===== config.mk =====
export PLATFORM = sky130hd
export DESIGN_NAME = retransmit_timer_table
export DESIGN_NICKNAME = d
export VERILOG_FILES = /design/src/rtt_pkg.sv /design/src/rtt_front.sv /design/src/rtt_queue.sv /design/src/rtt_back.sv /design/src/retransmit_timer_table.sv
export SDC_FILE = /design/constraint.sdc
export NUM_CORES = 1
export LEC_CHECK = 0
export ABC_AREA = 0
export BUFFER_PORTS_ARGS = -buffer_cell sky130_fd_sc_hd__buf_2
export CORE_UTILIZATION = 62
export DETAILED_ROUTE_END_ITERATION = 8
export PLACE_DENSITY = 0.79
export SYNTH_ARGS = -nofsm -noshare
export SYNTH_HDL_FRONTEND = slang
export SYNTH_SLANG_ARGS = --single-unit

===== constraint.sdc =====
create_clock -name clk_i -period 6.78 [get_ports clk_i]
set_input_delay 0.678 -clock clk_i [delete_from_list [all_inputs] [get_ports clk_i]]
set_output_delay 0.678 -clock clk_i [all_outputs]
set_load 0.01 [all_outputs]

===== src/rtt_pkg.sv =====
// ----------------------------------------------------------------------------
// rtt_pkg
// Shared types and constants of the retransmission timer table.
// ----------------------------------------------------------------------------
package rtt_pkg;

  localparam int MAX_SLOTS   = 16;
  localparam int SLOT_W      = 4;
  localparam int ACTION_W    = 3;
  localparam int EVENT_W     = 8;
  localparam int PORT_W      = 8;
  localparam int COUNT_W     = 8;
  localparam int INTERVAL_W  = 16;
  localparam int QUEUE_DEPTH = 2;

  localparam logic [COUNT_W-1:0] FOREVER_COUNT = 8'hFF;

  // request action codes as they arrive on the port
  localparam logic [ACTION_W-1:0] ACT_TICK     = 3'd0;
  localparam logic [ACTION_W-1:0] ACT_REGISTER = 3'd1;
  localparam logic [ACTION_W-1:0] ACT_DELETE   = 3'd2;
  localparam logic [ACTION_W-1:0] ACT_START    = 3'd3;
  localparam logic [ACTION_W-1:0] ACT_STOP     = 3'd4;

  localparam logic KIND_REPLY = 1'b0;
  localparam logic KIND_FIRE  = 1'b1;

  // classified operation; out-of-table and unknown requests fold into OP_BAD
  typedef enum logic [2:0] {
    OP_TICK,
    OP_REG,
    OP_DEL,
    OP_START,
    OP_STOP,
    OP_BAD
  } op_e;

  typedef struct packed {
    op_e                   op;
    logic [SLOT_W-1:0]     slot;
    logic [EVENT_W-1:0]    event_id;
    logic [PORT_W-1:0]     port;
    logic [COUNT_W-1:0]    repeat_count;
    logic [INTERVAL_W-1:0] interval;
  } cmd_t;

  typedef enum logic [1:0] {
    ST_IDLE,
    ST_WALK,
    ST_CLOSE
  } back_state_e;

endpackage


===== src/rtt_front.sv =====
// ----------------------------------------------------------------------------
// rtt_front
// Accepts requests, classifies them and holds one until the queue takes it.
// ----------------------------------------------------------------------------
module rtt_front #(
  parameter int NUM_SLOTS = 16
) (
  input  logic                               clk_i,
  input  logic                               rst_ni,
  input  logic                               in_valid_i,
  output logic                               in_stall_o,
  input  logic [rtt_pkg::ACTION_W-1:0]       action_i,
  input  logic [rtt_pkg::SLOT_W-1:0]         slot_i,
  input  logic [rtt_pkg::EVENT_W-1:0]        event_id_i,
  input  logic [rtt_pkg::PORT_W-1:0]         port_i,
  input  logic [rtt_pkg::COUNT_W-1:0]        repeat_count_i,
  input  logic [rtt_pkg::INTERVAL_W-1:0]     interval_i,
  output logic                               push_o,
  output rtt_pkg::cmd_t                      cmd_o,
  input  logic                               q_full_i
);
  import rtt_pkg::*;

  localparam logic [SLOT_W:0] SLOT_LIMIT = (SLOT_W+1)'(NUM_SLOTS);

  logic valid_q, valid_d;
  cmd_t cmd_q, cmd_d;
  logic accept;
  logic in_table;

  assign in_stall_o = valid_q && q_full_i;
  assign accept     = in_valid_i && !in_stall_o;
  assign push_o     = valid_q && !q_full_i;
  assign cmd_o      = cmd_q;
  assign in_table   = {1'b0, slot_i} < SLOT_LIMIT;

  always_comb begin
    cmd_d.slot         = slot_i;
    cmd_d.event_id     = event_id_i;
    cmd_d.port         = port_i;
    cmd_d.repeat_count = repeat_count_i;
    cmd_d.interval     = interval_i;
    unique case (action_i)
      ACT_TICK:     cmd_d.op = OP_TICK;
      ACT_REGISTER: cmd_d.op = OP_REG;
      ACT_DELETE:   cmd_d.op = in_table ? OP_DEL : OP_BAD;
      ACT_START:    cmd_d.op = in_table ? OP_START : OP_BAD;
      ACT_STOP:     cmd_d.op = in_table ? OP_STOP : OP_BAD;
      default:      cmd_d.op = OP_BAD;
    endcase
  end

  always_comb begin
    valid_d = valid_q;
    if (accept) begin
      valid_d = 1'b1;
    end else if (push_o) begin
      valid_d = 1'b0;
    end
  end

  always_ff @(posedge clk_i or negedge rst_ni) begin
    if (!rst_ni) begin
      valid_q <= 1'b0;
    end else begin
      valid_q <= valid_d;
    end
  end

  always_ff @(posedge clk_i) begin
    if (accept) begin
      cmd_q <= cmd_d;
    end
  end

endmodule


===== src/rtt_queue.sv =====
// ----------------------------------------------------------------------------
// rtt_queue
// Two-entry command queue between the front and the back end.
// ----------------------------------------------------------------------------
module rtt_queue (
  input  logic           clk_i,
  input  logic           rst_ni,
  input  logic           push_i,
  input  rtt_pkg::cmd_t  cmd_i,
  output logic           full_o,
  input  logic           pop_i,
  output logic           valid_o,
  output rtt_pkg::cmd_t  cmd_o
);
  import rtt_pkg::*;

  localparam int PTR_W = $clog2(QUEUE_DEPTH);
  localparam int CNT_W = $clog2(QUEUE_DEPTH + 1);
  localparam logic [CNT_W-1:0] DEPTH_CNT = CNT_W'(QUEUE_DEPTH);

  cmd_t             entry_q [QUEUE_DEPTH];
  logic [PTR_W-1:0] wr_ptr_q, wr_ptr_d;
  logic [PTR_W-1:0] rd_ptr_q, rd_ptr_d;
  logic [CNT_W-1:0] count_q, count_d;
  logic             do_push, do_pop;

  assign full_o  = count_q == DEPTH_CNT;
  assign valid_o = count_q != '0;
  assign do_push = push_i && !full_o;
  assign do_pop  = pop_i && valid_o;
  assign cmd_o   = entry_q[rd_ptr_q];

  always_comb begin
    wr_ptr_d = do_push ? wr_ptr_q + 1'b1 : wr_ptr_q;
    rd_ptr_d = do_pop ? rd_ptr_q + 1'b1 : rd_ptr_q;
    count_d  = count_q;
    if (do_push && !do_pop) begin
      count_d = count_q + 1'b1;
    end else if (do_pop && !do_push) begin
      count_d = count_q - 1'b1;
    end
  end

  always_ff @(posedge clk_i or negedge rst_ni) begin
    if (!rst_ni) begin
      wr_ptr_q <= '0;
      rd_ptr_q <= '0;
      count_q  <= '0;
    end else begin
      wr_ptr_q <= wr_ptr_d;
      rd_ptr_q <= rd_ptr_d;
      count_q  <= count_d;
    end
  end

  always_ff @(posedge clk_i) begin
    if (do_push) begin
      entry_q[wr_ptr_q] <= cmd_i;
    end
  end

endmodule


===== src/rtt_back.sv =====
// ----------------------------------------------------------------------------
// rtt_back
// Slot table and executor: runs one command at a time, walks the slots on a
// tick and drives the result register.
// ----------------------------------------------------------------------------
module rtt_back #(
  parameter int NUM_SLOTS = 16
) (
  input  logic                           clk_i,
  input  logic                           rst_ni,
  input  logic                           q_valid_i,
  input  rtt_pkg::cmd_t                  q_cmd_i,
  output logic                           pop_o,
  output logic                           out_valid_o,
  input  logic                           out_stall_i,
  output logic                           kind_o,
  output logic                           ok_o,
  output logic [rtt_pkg::SLOT_W-1:0]     slot_out_o,
  output logic [rtt_pkg::EVENT_W-1:0]    event_out_o,
  output logic [rtt_pkg::PORT_W-1:0]     port_out_o,
  output logic                           last_o
);
  import rtt_pkg::*;

  localparam int IDX_W = (NUM_SLOTS > 1) ? $clog2(NUM_SLOTS) : 1;
  localparam logic [IDX_W-1:0] LAST_IDX = IDX_W'(NUM_SLOTS - 1);

  // slot table
  logic [NUM_SLOTS-1:0]  reg_q;
  logic [NUM_SLOTS-1:0]  run_q;
  logic [EVENT_W-1:0]    event_q   [NUM_SLOTS];
  logic [PORT_W-1:0]     port_q    [NUM_SLOTS];
  logic [COUNT_W-1:0]    remain_q  [NUM_SLOTS];
  logic [INTERVAL_W-1:0] ivl_q     [NUM_SLOTS];
  logic [INTERVAL_W-1:0] elapsed_q [NUM_SLOTS];

  back_state_e state_q, state_d;
  logic [IDX_W-1:0] widx_q, widx_d;

  // result register
  logic               out_valid_q;
  logic               kind_q, ok_q, last_q;
  logic [SLOT_W-1:0]  slot_q;
  logic [EVENT_W-1:0] event_q_out;
  logic [PORT_W-1:0]  port_q_out;

  logic               can_emit, emit;
  logic               res_kind, res_ok, res_last;
  logic [SLOT_W-1:0]  res_slot;
  logic [EVENT_W-1:0] res_event;
  logic [PORT_W-1:0]  res_port;

  logic             set_reg, clr_reg, set_run, clr_run;
  logic             id_we, tmr_we, ela_we, rem_we;
  logic [IDX_W-1:0] wr_idx, cidx, free_idx;
  logic             free_found;
  logic [INTERVAL_W-1:0] ela_inc, ela_wd;
  logic [COUNT_W-1:0]    rem_cur, rem_wd;
  logic             w_active, w_fire;

  assign can_emit = !out_valid_q || !out_stall_i;
  assign cidx     = q_cmd_i.slot[IDX_W-1:0];

  // lowest free slot
  always_comb begin
    free_found = 1'b0;
    free_idx   = '0;
    for (int i = NUM_SLOTS - 1; i >= 0; i--) begin
      if (!reg_q[i]) begin
        free_found = 1'b1;
        free_idx   = IDX_W'(i);
      end
    end
  end

  // per-slot tick step at the walk index
  assign rem_cur  = remain_q[widx_q];
  assign ela_inc  = elapsed_q[widx_q] + 1'b1;
  assign w_active = reg_q[widx_q] && run_q[widx_q];
  assign w_fire   = w_active && (rem_cur != '0) && (ela_inc >= ivl_q[widx_q]);

  always_comb begin
    state_d   = state_q;
    widx_d    = widx_q;
    pop_o     = 1'b0;
    emit      = 1'b0;
    res_kind  = KIND_REPLY;
    res_ok    = 1'b0;
    res_slot  = '0;
    res_event = '0;
    res_port  = '0;
    res_last  = 1'b0;
    set_reg   = 1'b0;
    clr_reg   = 1'b0;
    set_run   = 1'b0;
    clr_run   = 1'b0;
    id_we     = 1'b0;
    tmr_we    = 1'b0;
    ela_we    = 1'b0;
    ela_wd    = ela_inc;
    rem_we    = 1'b0;
    rem_wd    = rem_cur - 1'b1;
    wr_idx    = cidx;
    unique case (state_q)
      ST_IDLE: begin
        if (q_valid_i && can_emit) begin
          pop_o    = 1'b1;
          emit     = 1'b1;
          res_last = 1'b1;
          unique case (q_cmd_i.op)
            OP_TICK: begin
              emit    = 1'b0;
              widx_d  = '0;
              state_d = ST_WALK;
            end
            OP_REG: begin
              wr_idx = free_idx;
              if (free_found) begin
                set_reg  = 1'b1;
                id_we    = 1'b1;
                res_ok   = 1'b1;
                res_slot = SLOT_W'(free_idx);
              end
            end
            OP_DEL: begin
              if (reg_q[cidx]) begin
                clr_reg = 1'b1;
                clr_run = 1'b1;
                res_ok  = 1'b1;
              end
            end
            OP_START: begin
              if (reg_q[cidx] && !run_q[cidx]) begin
                set_run = 1'b1;
                tmr_we  = 1'b1;
                res_ok  = 1'b1;
              end
            end
            OP_STOP: begin
              if (reg_q[cidx] && run_q[cidx]) begin
                clr_run = 1'b1;
                res_ok  = 1'b1;
              end
            end
            default: ;
          endcase
        end
      end
      ST_WALK: begin
        wr_idx = widx_q;
        if (can_emit) begin
          if (w_active) begin
            if (rem_cur != '0) begin
              ela_we = 1'b1;
              if (w_fire) begin
                ela_wd    = '0;
                rem_we    = rem_cur != FOREVER_COUNT;
                emit      = 1'b1;
                res_kind  = KIND_FIRE;
                res_ok    = 1'b1;
                res_slot  = SLOT_W'(widx_q);
                res_event = event_q[widx_q];
                res_port  = port_q[widx_q];
              end
            end else begin
              // count ran out: the slot stops
              clr_run = 1'b1;
            end
          end
          if (widx_q == LAST_IDX) begin
            state_d = ST_CLOSE;
          end else begin
            widx_d = widx_q + 1'b1;
          end
        end
      end
      ST_CLOSE: begin
        if (can_emit) begin
          emit     = 1'b1;
          res_ok   = 1'b1;
          res_last = 1'b1;
          state_d  = ST_IDLE;
        end
      end
      default: state_d = ST_IDLE;
    endcase
  end

  always_ff @(posedge clk_i or negedge rst_ni) begin
    if (!rst_ni) begin
      state_q     <= ST_IDLE;
      widx_q      <= '0;
      reg_q       <= '0;
      run_q       <= '0;
      out_valid_q <= 1'b0;
    end else begin
      state_q <= state_d;
      widx_q  <= widx_d;
      if (set_reg) begin
        reg_q[wr_idx] <= 1'b1;
      end else if (clr_reg) begin
        reg_q[wr_idx] <= 1'b0;
      end
      if (set_run) begin
        run_q[wr_idx] <= 1'b1;
      end else if (clr_run) begin
        run_q[wr_idx] <= 1'b0;
      end
      if (emit) begin
        out_valid_q <= 1'b1;
      end else if (!out_stall_i) begin
        out_valid_q <= 1'b0;
      end
    end
  end

  always_ff @(posedge clk_i) begin
    if (id_we) begin
      event_q[wr_idx] <= q_cmd_i.event_id;
      port_q[wr_idx]  <= q_cmd_i.port;
    end
    if (tmr_we) begin
      remain_q[wr_idx]  <= q_cmd_i.repeat_count;
      ivl_q[wr_idx]     <= q_cmd_i.interval;
      elapsed_q[wr_idx] <= '0;
    end
    if (ela_we) begin
      elapsed_q[wr_idx] <= ela_wd;
    end
    if (rem_we) begin
      remain_q[wr_idx] <= rem_wd;
    end
    if (emit) begin
      kind_q      <= res_kind;
      ok_q        <= res_ok;
      slot_q      <= res_slot;
      event_q_out <= res_event;
      port_q_out  <= res_port;
      last_q      <= res_last;
    end
  end

  assign out_valid_o = out_valid_q;
  assign kind_o      = kind_q;
  assign ok_o        = ok_q;
  assign slot_out_o  = slot_q;
  assign event_out_o = event_q_out;
  assign port_out_o  = port_q_out;
  assign last_o      = last_q;

  a_run_needs_reg: assert property (@(posedge clk_i) disable iff (!rst_ni)
    (run_q & ~reg_q) == '0)
    else $error("running slot that is not registered");

  a_fire_not_last: assert property (@(posedge clk_i) disable iff (!rst_ni)
    out_valid_q && (kind_q == KIND_FIRE) |-> !last_q && ok_q)
    else $error("fire result marked last or failed");

  a_single_reply: assert property (@(posedge clk_i) disable iff (!rst_ni)
    (state_q == ST_IDLE) && pop_o && (q_cmd_i.op != OP_TICK) |=> out_valid_q && last_q)
    else $error("non-tick request gave no closing reply");

  a_walk_in_range: assert property (@(posedge clk_i) disable iff (!rst_ni)
    (state_q == ST_WALK) |-> (widx_q <= LAST_IDX))
    else $error("walk index past the table");

  a_tick_closes: assert property (@(posedge clk_i) disable iff (!rst_ni)
    (state_q == ST_CLOSE) && can_emit |=> out_valid_q && last_q && ok_q
      && (kind_q == KIND_REPLY) && (state_q == ST_IDLE))
    else $error("tick walk did not close with a reply");

endmodule


===== src/retransmit_timer_table.sv =====
// ----------------------------------------------------------------------------
// retransmit_timer_table
// Table of retransmission slots with register, delete, start, stop and tick.
// ----------------------------------------------------------------------------
//  channel | direction | handshake            | payload
//  in      | input     | in_valid_i/in_stall_o  | action, slot, event_id, port,
//          |           |                      | repeat_count, interval
//  out     | output    | out_valid_o/out_stall_i| kind, ok, slot_out, event_out,
//          |           |                      | port_out, last
//
//  Register, delete, start and stop are carried out in the back end's idle
//  state when the queue is popped; a tick is the dispatch step, a walk of one
//  slot per cycle (while the output is not stalled) through the slot table's
//  single read/write index, then the closing reply. A non-tick reply passes
//  the front register and the queue entry, and the queue pop loads the result
//  register. Reset clears all slots and empties the queue.
//  A stalled output freezes the back end; the front keeps taking requests
//  until the queue and front register are full.
// ----------------------------------------------------------------------------
module retransmit_timer_table #(
  parameter int SLOTS = 16
) (
  input  logic                               clk_i,
  input  logic                               rst_ni,
  input  logic                               in_valid_i,
  output logic                               in_stall_o,
  input  logic [rtt_pkg::ACTION_W-1:0]       action_i,
  input  logic [rtt_pkg::SLOT_W-1:0]         slot_i,
  input  logic [rtt_pkg::EVENT_W-1:0]        event_id_i,
  input  logic [rtt_pkg::PORT_W-1:0]         port_i,
  input  logic [rtt_pkg::COUNT_W-1:0]        repeat_count_i,
  input  logic [rtt_pkg::INTERVAL_W-1:0]     interval_i,
  output logic                               out_valid_o,
  input  logic                               out_stall_i,
  output logic                               kind_o,
  output logic                               ok_o,
  output logic [rtt_pkg::SLOT_W-1:0]         slot_out_o,
  output logic [rtt_pkg::EVENT_W-1:0]        event_out_o,
  output logic [rtt_pkg::PORT_W-1:0]         port_out_o,
  output logic                               last_o
);
  import rtt_pkg::*;

  // the slot field addresses at most MAX_SLOTS entries
  localparam int USED_SLOTS = (SLOTS > MAX_SLOTS) ? MAX_SLOTS : SLOTS;

  logic push, q_full, q_valid, pop;
  cmd_t front_cmd, q_cmd;

  rtt_front #(
    .NUM_SLOTS(USED_SLOTS)
  ) u_front (
    .clk_i         (clk_i),
    .rst_ni        (rst_ni),
    .in_valid_i    (in_valid_i),
    .in_stall_o    (in_stall_o),
    .action_i      (action_i),
    .slot_i        (slot_i),
    .event_id_i    (event_id_i),
    .port_i        (port_i),
    .repeat_count_i(repeat_count_i),
    .interval_i    (interval_i),
    .push_o        (push),
    .cmd_o         (front_cmd),
    .q_full_i      (q_full)
  );

  rtt_queue u_queue (
    .clk_i  (clk_i),
    .rst_ni (rst_ni),
    .push_i (push),
    .cmd_i  (front_cmd),
    .full_o (q_full),
    .pop_i  (pop),
    .valid_o(q_valid),
    .cmd_o  (q_cmd)
  );

  rtt_back #(
    .NUM_SLOTS(USED_SLOTS)
  ) u_back (
    .clk_i      (clk_i),
    .rst_ni     (rst_ni),
    .q_valid_i  (q_valid),
    .q_cmd_i    (q_cmd),
    .pop_o      (pop),
    .out_valid_o(out_valid_o),
    .out_stall_i(out_stall_i),
    .kind_o     (kind_o),
    .ok_o       (ok_o),
    .slot_out_o (slot_out_o),
    .event_out_o(event_out_o),
    .port_out_o (port_out_o),
    .last_o     (last_o)
  );

endmodule

==> flow_metrics.env, run 1 <==
export IMPL_synth_edff_count=1060
export IMPL_ir_drop_uv=304
export IMPL_fmax_mhz=163
export IMPL_synth_avg_cell_area_sq_um=20.6
export IMPL_slew_headroom=0.182
export IMPL_worstPathArrival_ps=6420
export IMPL_powerDensity_mw_per_mm2=422
export IMPL_fin_nets=2376
export IMPL_post_cts_buffers=0
export IMPL_grt_start_max_net_pins=129
export IMPL_yosys_warnings=0
export IMPL_cts_root_buf="clkbuf_16"
export IMPL_synthMuxAreaShare=0.161
export IMPL_gp_congestion=0.946
export IMPL_grt_antenna_before_repair=0
export IMPL_cts_hold_buf=0
export IMPL_critPathMaxFanout=35
export IMPL_hpwl_um=58000
export IMPL_async_flop_share=0.0399
export IMPL_tritoncts="done"
export IMPL_total_power_uw=20800
export IMPL_fill_cells=4084
export IMPL_clock_sinks=1104
export IMPL_area_growth_pct=12.2
export IMPL_status="completed"
export IMPL_critPathLaunchType="flip-flop"
export IMPL_track_usage=0.295
export IMPL_slowest_stage="mux2i_1"
export IMPL_grt_first_pass_wirelength_um=151000
export IMPL_postRouteAntennaNets=0
export IMPL_synth_distinct_cells=67
export IMPL_dpl_cell_area_sq_mm=0.0458
export IMPL_die_x_um=268
export IMPL_syn_nets=2200
export IMPL_first_global_vias=22900
export IMPL_numCtsBuffers=105
export IMPL_synthAdderAreaFrac=0.00627
export IMPL_preCtsSetupSlack_ps=670
export IMPL_path_delay_family="multiplexers"
export IMPL_fin_skew_ps=40.5
export IMPL_synth_xor_area_share=0.00558
export IMPL_leakagePower_uw=0.0153
export IMPL_maxUsedRoutingLayer="met4"
export IMPL_num_io_pins=76
export IMPL_cp_required_ps=7070
export IMPL_port_buffers=75
export IMPL_fp_coreArea_sq_mm=0.0700
export IMPL_clock_latency_ps=680
export IMPL_maxCapViolCount=0
export IMPL_crit_type="flip-flop to flip-flop"
export IMPL_dr_wl_met2_um=52500
export IMPL_worst_path_largest_cell_delay_ps=1020
export IMPL_routedWlPerCell_um=31.0
export IMPL_drtIter0Drc=2670
export IMPL_rsz0062_at_grt="false"
export IMPL_hold_class="primary input to flip-flop"
export IMPL_hold_violations=0
export IMPL_cp_end_kind="flip-flop"
export IMPL_synth_top_family_by_area="multiplexers"
export IMPL_path_clk_slew_ps=60
export IMPL_dieArea_sq_mm=0.0719
export IMPL_wirelength_um=103000
export IMPL_via_per_inst=6.80
export IMPL_htree_num_levels=3
export IMPL_finalSetupViolations=0
export IMPL_antenna_cells=0
export IMPL_dr_wl_met3_um=8630
export IMPL_postSynthCellCount=2127
export IMPL_slew_violations=0
export IMPL_ctsResizeCount=0
export IMPL_wl_met1_um=38400
export IMPL_num_vias=22600
export IMPL_fin_crit_ps=6130
export IMPL_ys_ff_latch=1104
export IMPL_grt_ovfl_total=0
export IMPL_synth_simple_area_share=0.0353
export IMPL_rows=97
export IMPL_syn_area_sq_mm=0.0439
export IMPL_drt_pass1_iterations=6
export IMPL_fin_crit_sh=0.904
export IMPL_path_cells="mux4_2, mux4_2, ha_1, inv_1, a211o_1, nor3_1, xor2_1, ha_1, nand4_1, a211oi_1, a2111oi_0, buf_4, o21ai_2, and3_1, mux2i_1"
export IMPL_setup_tns_final_ps=0
export IMPL_drc=0
export IMPL_synth_compound_area_frac=0.0264
export IMPL_yosysSeqAreaShare=0.750
export IMPL_cp_buffers_inverters=2
export IMPL_fin_area_sq_mm=0.0493
export IMPL_start_util=0.627
export IMPL_setup_slack_ps=653
export IMPL_synth_ff_type="edfxtp_1"
export IMPL_die_y_um=268
export IMPL_worstMarginPinSlew_ps=1190
export IMPL_drive_above_1_share=0.294
export IMPL_clock_path_buffers=3
## Yosys cell counts, drive strengths merged, types with 4 or more instances
master	instances	area [sq um]
inv	37	139
mux2i	36	360
clkbuf	29	109
edfxtp	1060	31800
and2	4	25.0
nor4	4	37.5
nor2b	19	119
nand2b	11	68.8
and3	31	194
o21a	4	30.0
xnor2	14	123
buf	73	435
a21oi	28	140
mux2	36	405
a221oi	10	100
nand3	28	140
or3	4	25.0
nor2	94	355
a32oi	5	43.8
ha	22	275
xor2	14	123
nand2	79	299
a31oi	21	146
o2bb2ai	16	140
a22o	9	78.8
o32ai	4	42.6
dfrtp	44	1100
o21ai	22	110
nor3	29	145
a211oi	6	45.0
mux4	280	6310
nand4	9	56.3
o22ai	8	50.1
a21o	5	37.5
## cell families (layout without fill, tap and decap cells)
logic type | after synthesis | count (layout)
compound gates | 159 | 159
simple gates | 323 | 323
mux | 352 | 352
fa+ha+maj | 22 | 22
xor+xnor | 28 | 28
flops | 1104 | 1104
buf+inv | 139 | 402
## sequential cells by signal (all words and copies together) (netlist names), 2 cells and up, named ones only
signal and count:
u_back.state_q 2, u_back.slot_out_o 4, u_front.cmd_o 47, u_queue.entry_q 94
u_back.widx_q 4, u_back.port_q 128, u_back.elapsed_q 256, u_back.port_out_o 8
u_back.remain_q 128, u_back.ivl_q 256, u_queue.count_q 2, u_back.event_q 128
u_back.event_out_o 8
## where the power goes
part	total, uW	internal, uW	switching (uW)	leakage [uW]
clock network	5860	3360	2500	0.00166
logic	5970	2320	3650	0.00400
registers	8970	8520	446	0.00966
## placed cells by master (no fill, tap or decap), types with 19 or more instances in the layout
cell / count
edfxtp_1: 1060
mux4_2: 280
clkbuf_16: 106
buf_4: 94
nand2_1: 78
buf_2: 75
nor2_2: 49
nor2_1: 44
dfrtp_1: 40
mux2i_1: 36
mux2_2: 36
clkinv_1: 35
inv_1: 34
and3_1: 30
nor3_1: 29
nand3_1: 28
a21oi_1: 28
ha_1: 22
a31oi_1: 20
nor2b_1: 19
o21ai_0: 19
## routing by layer
layer	GRT usage	vias to the layer above
met2	0.486	1443
met3	0.0467	255
met4	0.118	0
met5	0	-
met1	0.402	11800
li1	-	9179
## per-stage QoR
| stage | hold WS (ps) | utilization | cells |
|---|---|---|---|
| floorplan | 382 | - | 2127 |
| global placement | 424 | 0.654 | 3136 |
| detailed placement | 430 | 0.654 | 3136 |
| CTS | 146 | 0.703 | 3330 |
| global route | 164 | 0.703 | 3330 |
| finish | 171 | 0.703 | 3330 |
## cell type report
type,count,area [sq um],area share
clock buffers,120,2710,0.0549
clock inverters,74,723,0.0147
inverters,37,141,0.00287
multi-input cells,884,10400,0.212
flip-flops and latches,1104,32900,0.669
well taps,940,1180,0.0239
repair buffers,171,1120,0.0228
## final timing paths
path	from	to	slack [ps]	cells after the start
setup / recovery	u_back.widx_q[1]	u_back.remain_q[12][5]	650	15
hold / removal	event_id_i[7]	u_front.cmd_o[39]	170	1
setup reg to reg	u_back.widx_q[1]	u_back.remain_q[12][5]	650	15
hold reg to reg	u_front.cmd_o[32]	u_queue.entry_q[1][32]	430	0
max in group asynchronous	rst_ni	u_back.widx_q[0]	5760	1
min in group asynchronous	rst_ni	u_front.valid_q	210	1
No activity file was read; power rests on OpenSTA's default activity.
==> inputs of run 2 (changes only) <==
--- a/config.mk
+++ b/config.mk
@@ -7,9 +7,11 @@
 export LEC_CHECK = 0
 export ABC_AREA = 0
 export BUFFER_PORTS_ARGS = -buffer_cell sky130_fd_sc_hd__buf_2
-export CORE_UTILIZATION = 62
+export CELL_PAD_IN_SITES_DETAIL_PLACEMENT = 1
+export CELL_PAD_IN_SITES_GLOBAL_PLACEMENT = 1
+export CORE_UTILIZATION = 55
 export DETAILED_ROUTE_END_ITERATION = 8
-export PLACE_DENSITY = 0.79
+export PLACE_DENSITY_LB_ADDON = 0.1
 export SYNTH_ARGS = -nofsm -noshare
 export SYNTH_HDL_FRONTEND = slang
 export SYNTH_SLANG_ARGS = --single-unit
==> flow_metrics.env, run 2 (synthesized netlist as in run 1, its figures left out) <==
export IMPL_mostFrequentLayoutCell="edfxtp_1"
export IMPL_cp_end_kind="flip-flop"
export IMPL_cp_required_ps=7220
export IMPL_ctsResizeCount=0
export IMPL_crit_start="u_back.widx_q[0]"
export IMPL_fp_coreArea_sq_mm=0.0790
export IMPL_fin_crit_ps=5670
export IMPL_rows=103
export IMPL_hpwl_um=66000
export IMPL_dieArea_sq_mm=0.0810
export IMPL_clock_power_share=0.289
export IMPL_fin_crit_sh=0.837
export IMPL_total_power_uw=21400
export IMPL_critPathMaxFanout=33
export IMPL_maxCapViolCount=0
export IMPL_cts_root_buf="clkbuf_16"
export IMPL_path_clk_slew_ps=60
export IMPL_tritoncts="done"
export IMPL_rr_worst_depth=15
export IMPL_netSwitchingFraction=0.322
export IMPL_wirelength_um=107000
export IMPL_die_y_um=285
export IMPL_r2r_end="u_back.remain_q[0][4]"
export IMPL_drt_pass1_iterations=5
export IMPL_area_growth_pct=13.6
export IMPL_hold_violations=0
export IMPL_first_global_vias=23900
export IMPL_start_util=0.556
export IMPL_status="completed"
export IMPL_ir_drop_uv=322
export IMPL_worstMarginPinSlew_ps=1170
export IMPL_slew_headroom=0.216
export IMPL_track_usage=0.272
export IMPL_routedWlPerCell_um=30.9
export IMPL_worstPathArrival_ps=6110
export IMPL_drc=0
export IMPL_postRouteAntennaNets=0
export IMPL_crit_type="flip-flop to flip-flop"
export IMPL_fin_nets=2404
export IMPL_grt_start_max_net_pins=73
export IMPL_grt_ovfl_total=0
export IMPL_num_io_pins=76
export IMPL_setup_slack_ps=1110
export IMPL_setup_tns_final_ps=0
export IMPL_fmax_mhz=176
export IMPL_drtIter0Drc=2002
export IMPL_r2r_setup_slack_ps=1110
export IMPL_htree_num_levels=3
export IMPL_post_cts_buffers=0
export IMPL_final_cell_mix="edfxtp_1, mux4_2, clkbuf_16"
export IMPL_leakagePower_uw=0.0156
export IMPL_port_buffers=75
export IMPL_clock_path_buffers=3
export IMPL_internal_power_uw=14500
export IMPL_powerDensity_mw_per_mm2=429
export IMPL_critPathLaunchType="flip-flop"
export IMPL_numCtsBuffers=112
export IMPL_grt_first_pass_wirelength_um=159000
export IMPL_slew_violations=0
export IMPL_clock_latency_ps=690
export IMPL_fin_skew_ps=20.2
export IMPL_die_x_um=285
export IMPL_power_frac_comb=0.291
export IMPL_clock_sinks=1104
export IMPL_drive_above_1_share=0.304
export IMPL_finalSetupViolations=0
export IMPL_endpoint="u_back.remain_q[0][4]"
export IMPL_grt_antenna_before_repair=2
export IMPL_reg2reg_from="u_back.widx_q[0]"
export IMPL_p_switching_uw=6900
export IMPL_cts_hold_buf=0
export IMPL_antenna_cells=0
export IMPL_gp_congestion=0.902
export IMPL_power_frac_seq=0.420
export IMPL_rsz0062_at_grt="false"
export IMPL_reg_top3="u_back.elapsed_q: 256 flops, u_back.ivl_q: 256 flops"
export IMPL_preCtsSetupSlack_ps=1020
export IMPL_num_vias=22000
export IMPL_hold_class="primary input to asynchronous set/reset pin"
export IMPL_via_per_inst=6.33
[run 2: cell types whose count changed in the layout (fill, tap and decap cells not counted), moves of 2 or more]
cell        change
clkinv_1       -15
clkbuf_8        +2
clkinv_16       +2
buf_12          +4
buf_4          +17
clkbuf_1       +12
clkbuf_16       +7
clkinvlp_4      -2
clkinv_2        +4
[run 2: layout make-up]
cell class	instances	area [sq um]
repair buffers	192	1330
clock inverters	63	757
flip-flops and latches	1104	32900
inverters	37	141
multi-input cells	884	10500
clock buffers	141	2950
well taps	1050	1310
fillers	6452	29100
[run 2: routing by layer]
| metal | global-route usage | up-vias | wire, um |
|---|---|---|---|
| met5 | 0 | - | 11 |
| met2 | 0.463 | 739 | 55500 |
| met1 | 0.368 | 11800 | 43400 |
| met3 | 0.0400 | 182 | 6030 |
| met4 | 0.0759 | 2 | 2510 |
| li1 | - | 9231 | - |
[run 2: per-stage QoR]
stage	area [sq um]	hold slack (ps)	utilization	cells
after CTS	49900	100	0.631	3471
after floorplan	43900	382	-	2127
after global placement	46200	423	0.585	3267
final	49900	90.4	0.631	3471
after detailed placement	46200	431	0.585	3267
after global routing	49900	136	0.631	3471
[run 2: how the worst min path moves through the flow]
stage | end | depth (start not counted)
6_report | u_queue.wr_ptr_q | 2
3_3_place_gp | u_queue.entry_q[0][10] | 0
4_1_cts | asynchronous set/reset pin | 2
2_1_floorplan | asynchronous set/reset pin | 0
3_5_place_dp | u_queue.entry_q[0][2] | 0
5_1_grt | u_queue.wr_ptr_q | 2
[run 2: power groups by stage]
stage / Combinational [uW] / Clock [uW] / Sequential, uW
6_report: 6220 / 6190 / 8980
5_1_grt: 6610 / 6510 / 9040
4_1_cts: 6210 / 6290 / 8990
3_5_place_dp: 6170 / 0 / 9130
3_3_place_gp: 5990 / 0 / 9090
2_1_floorplan: 4250 / 0 / 8820
[run 2: worst max-delay path, cell delays in order, from the launching register on]
cell       delay (ps)
dfrtp_4           880
buf_4             430
mux4_2            550
mux4_2            520
nand2_1            90
or3_1             230
nor3_1            100
xor2_1            270
ha_1              300
nand4_1           120
a211oi_1           60
a2111oi_0         680
o21ai_2           280
a31oi_4           520
nor2_1            140
buf_4             200
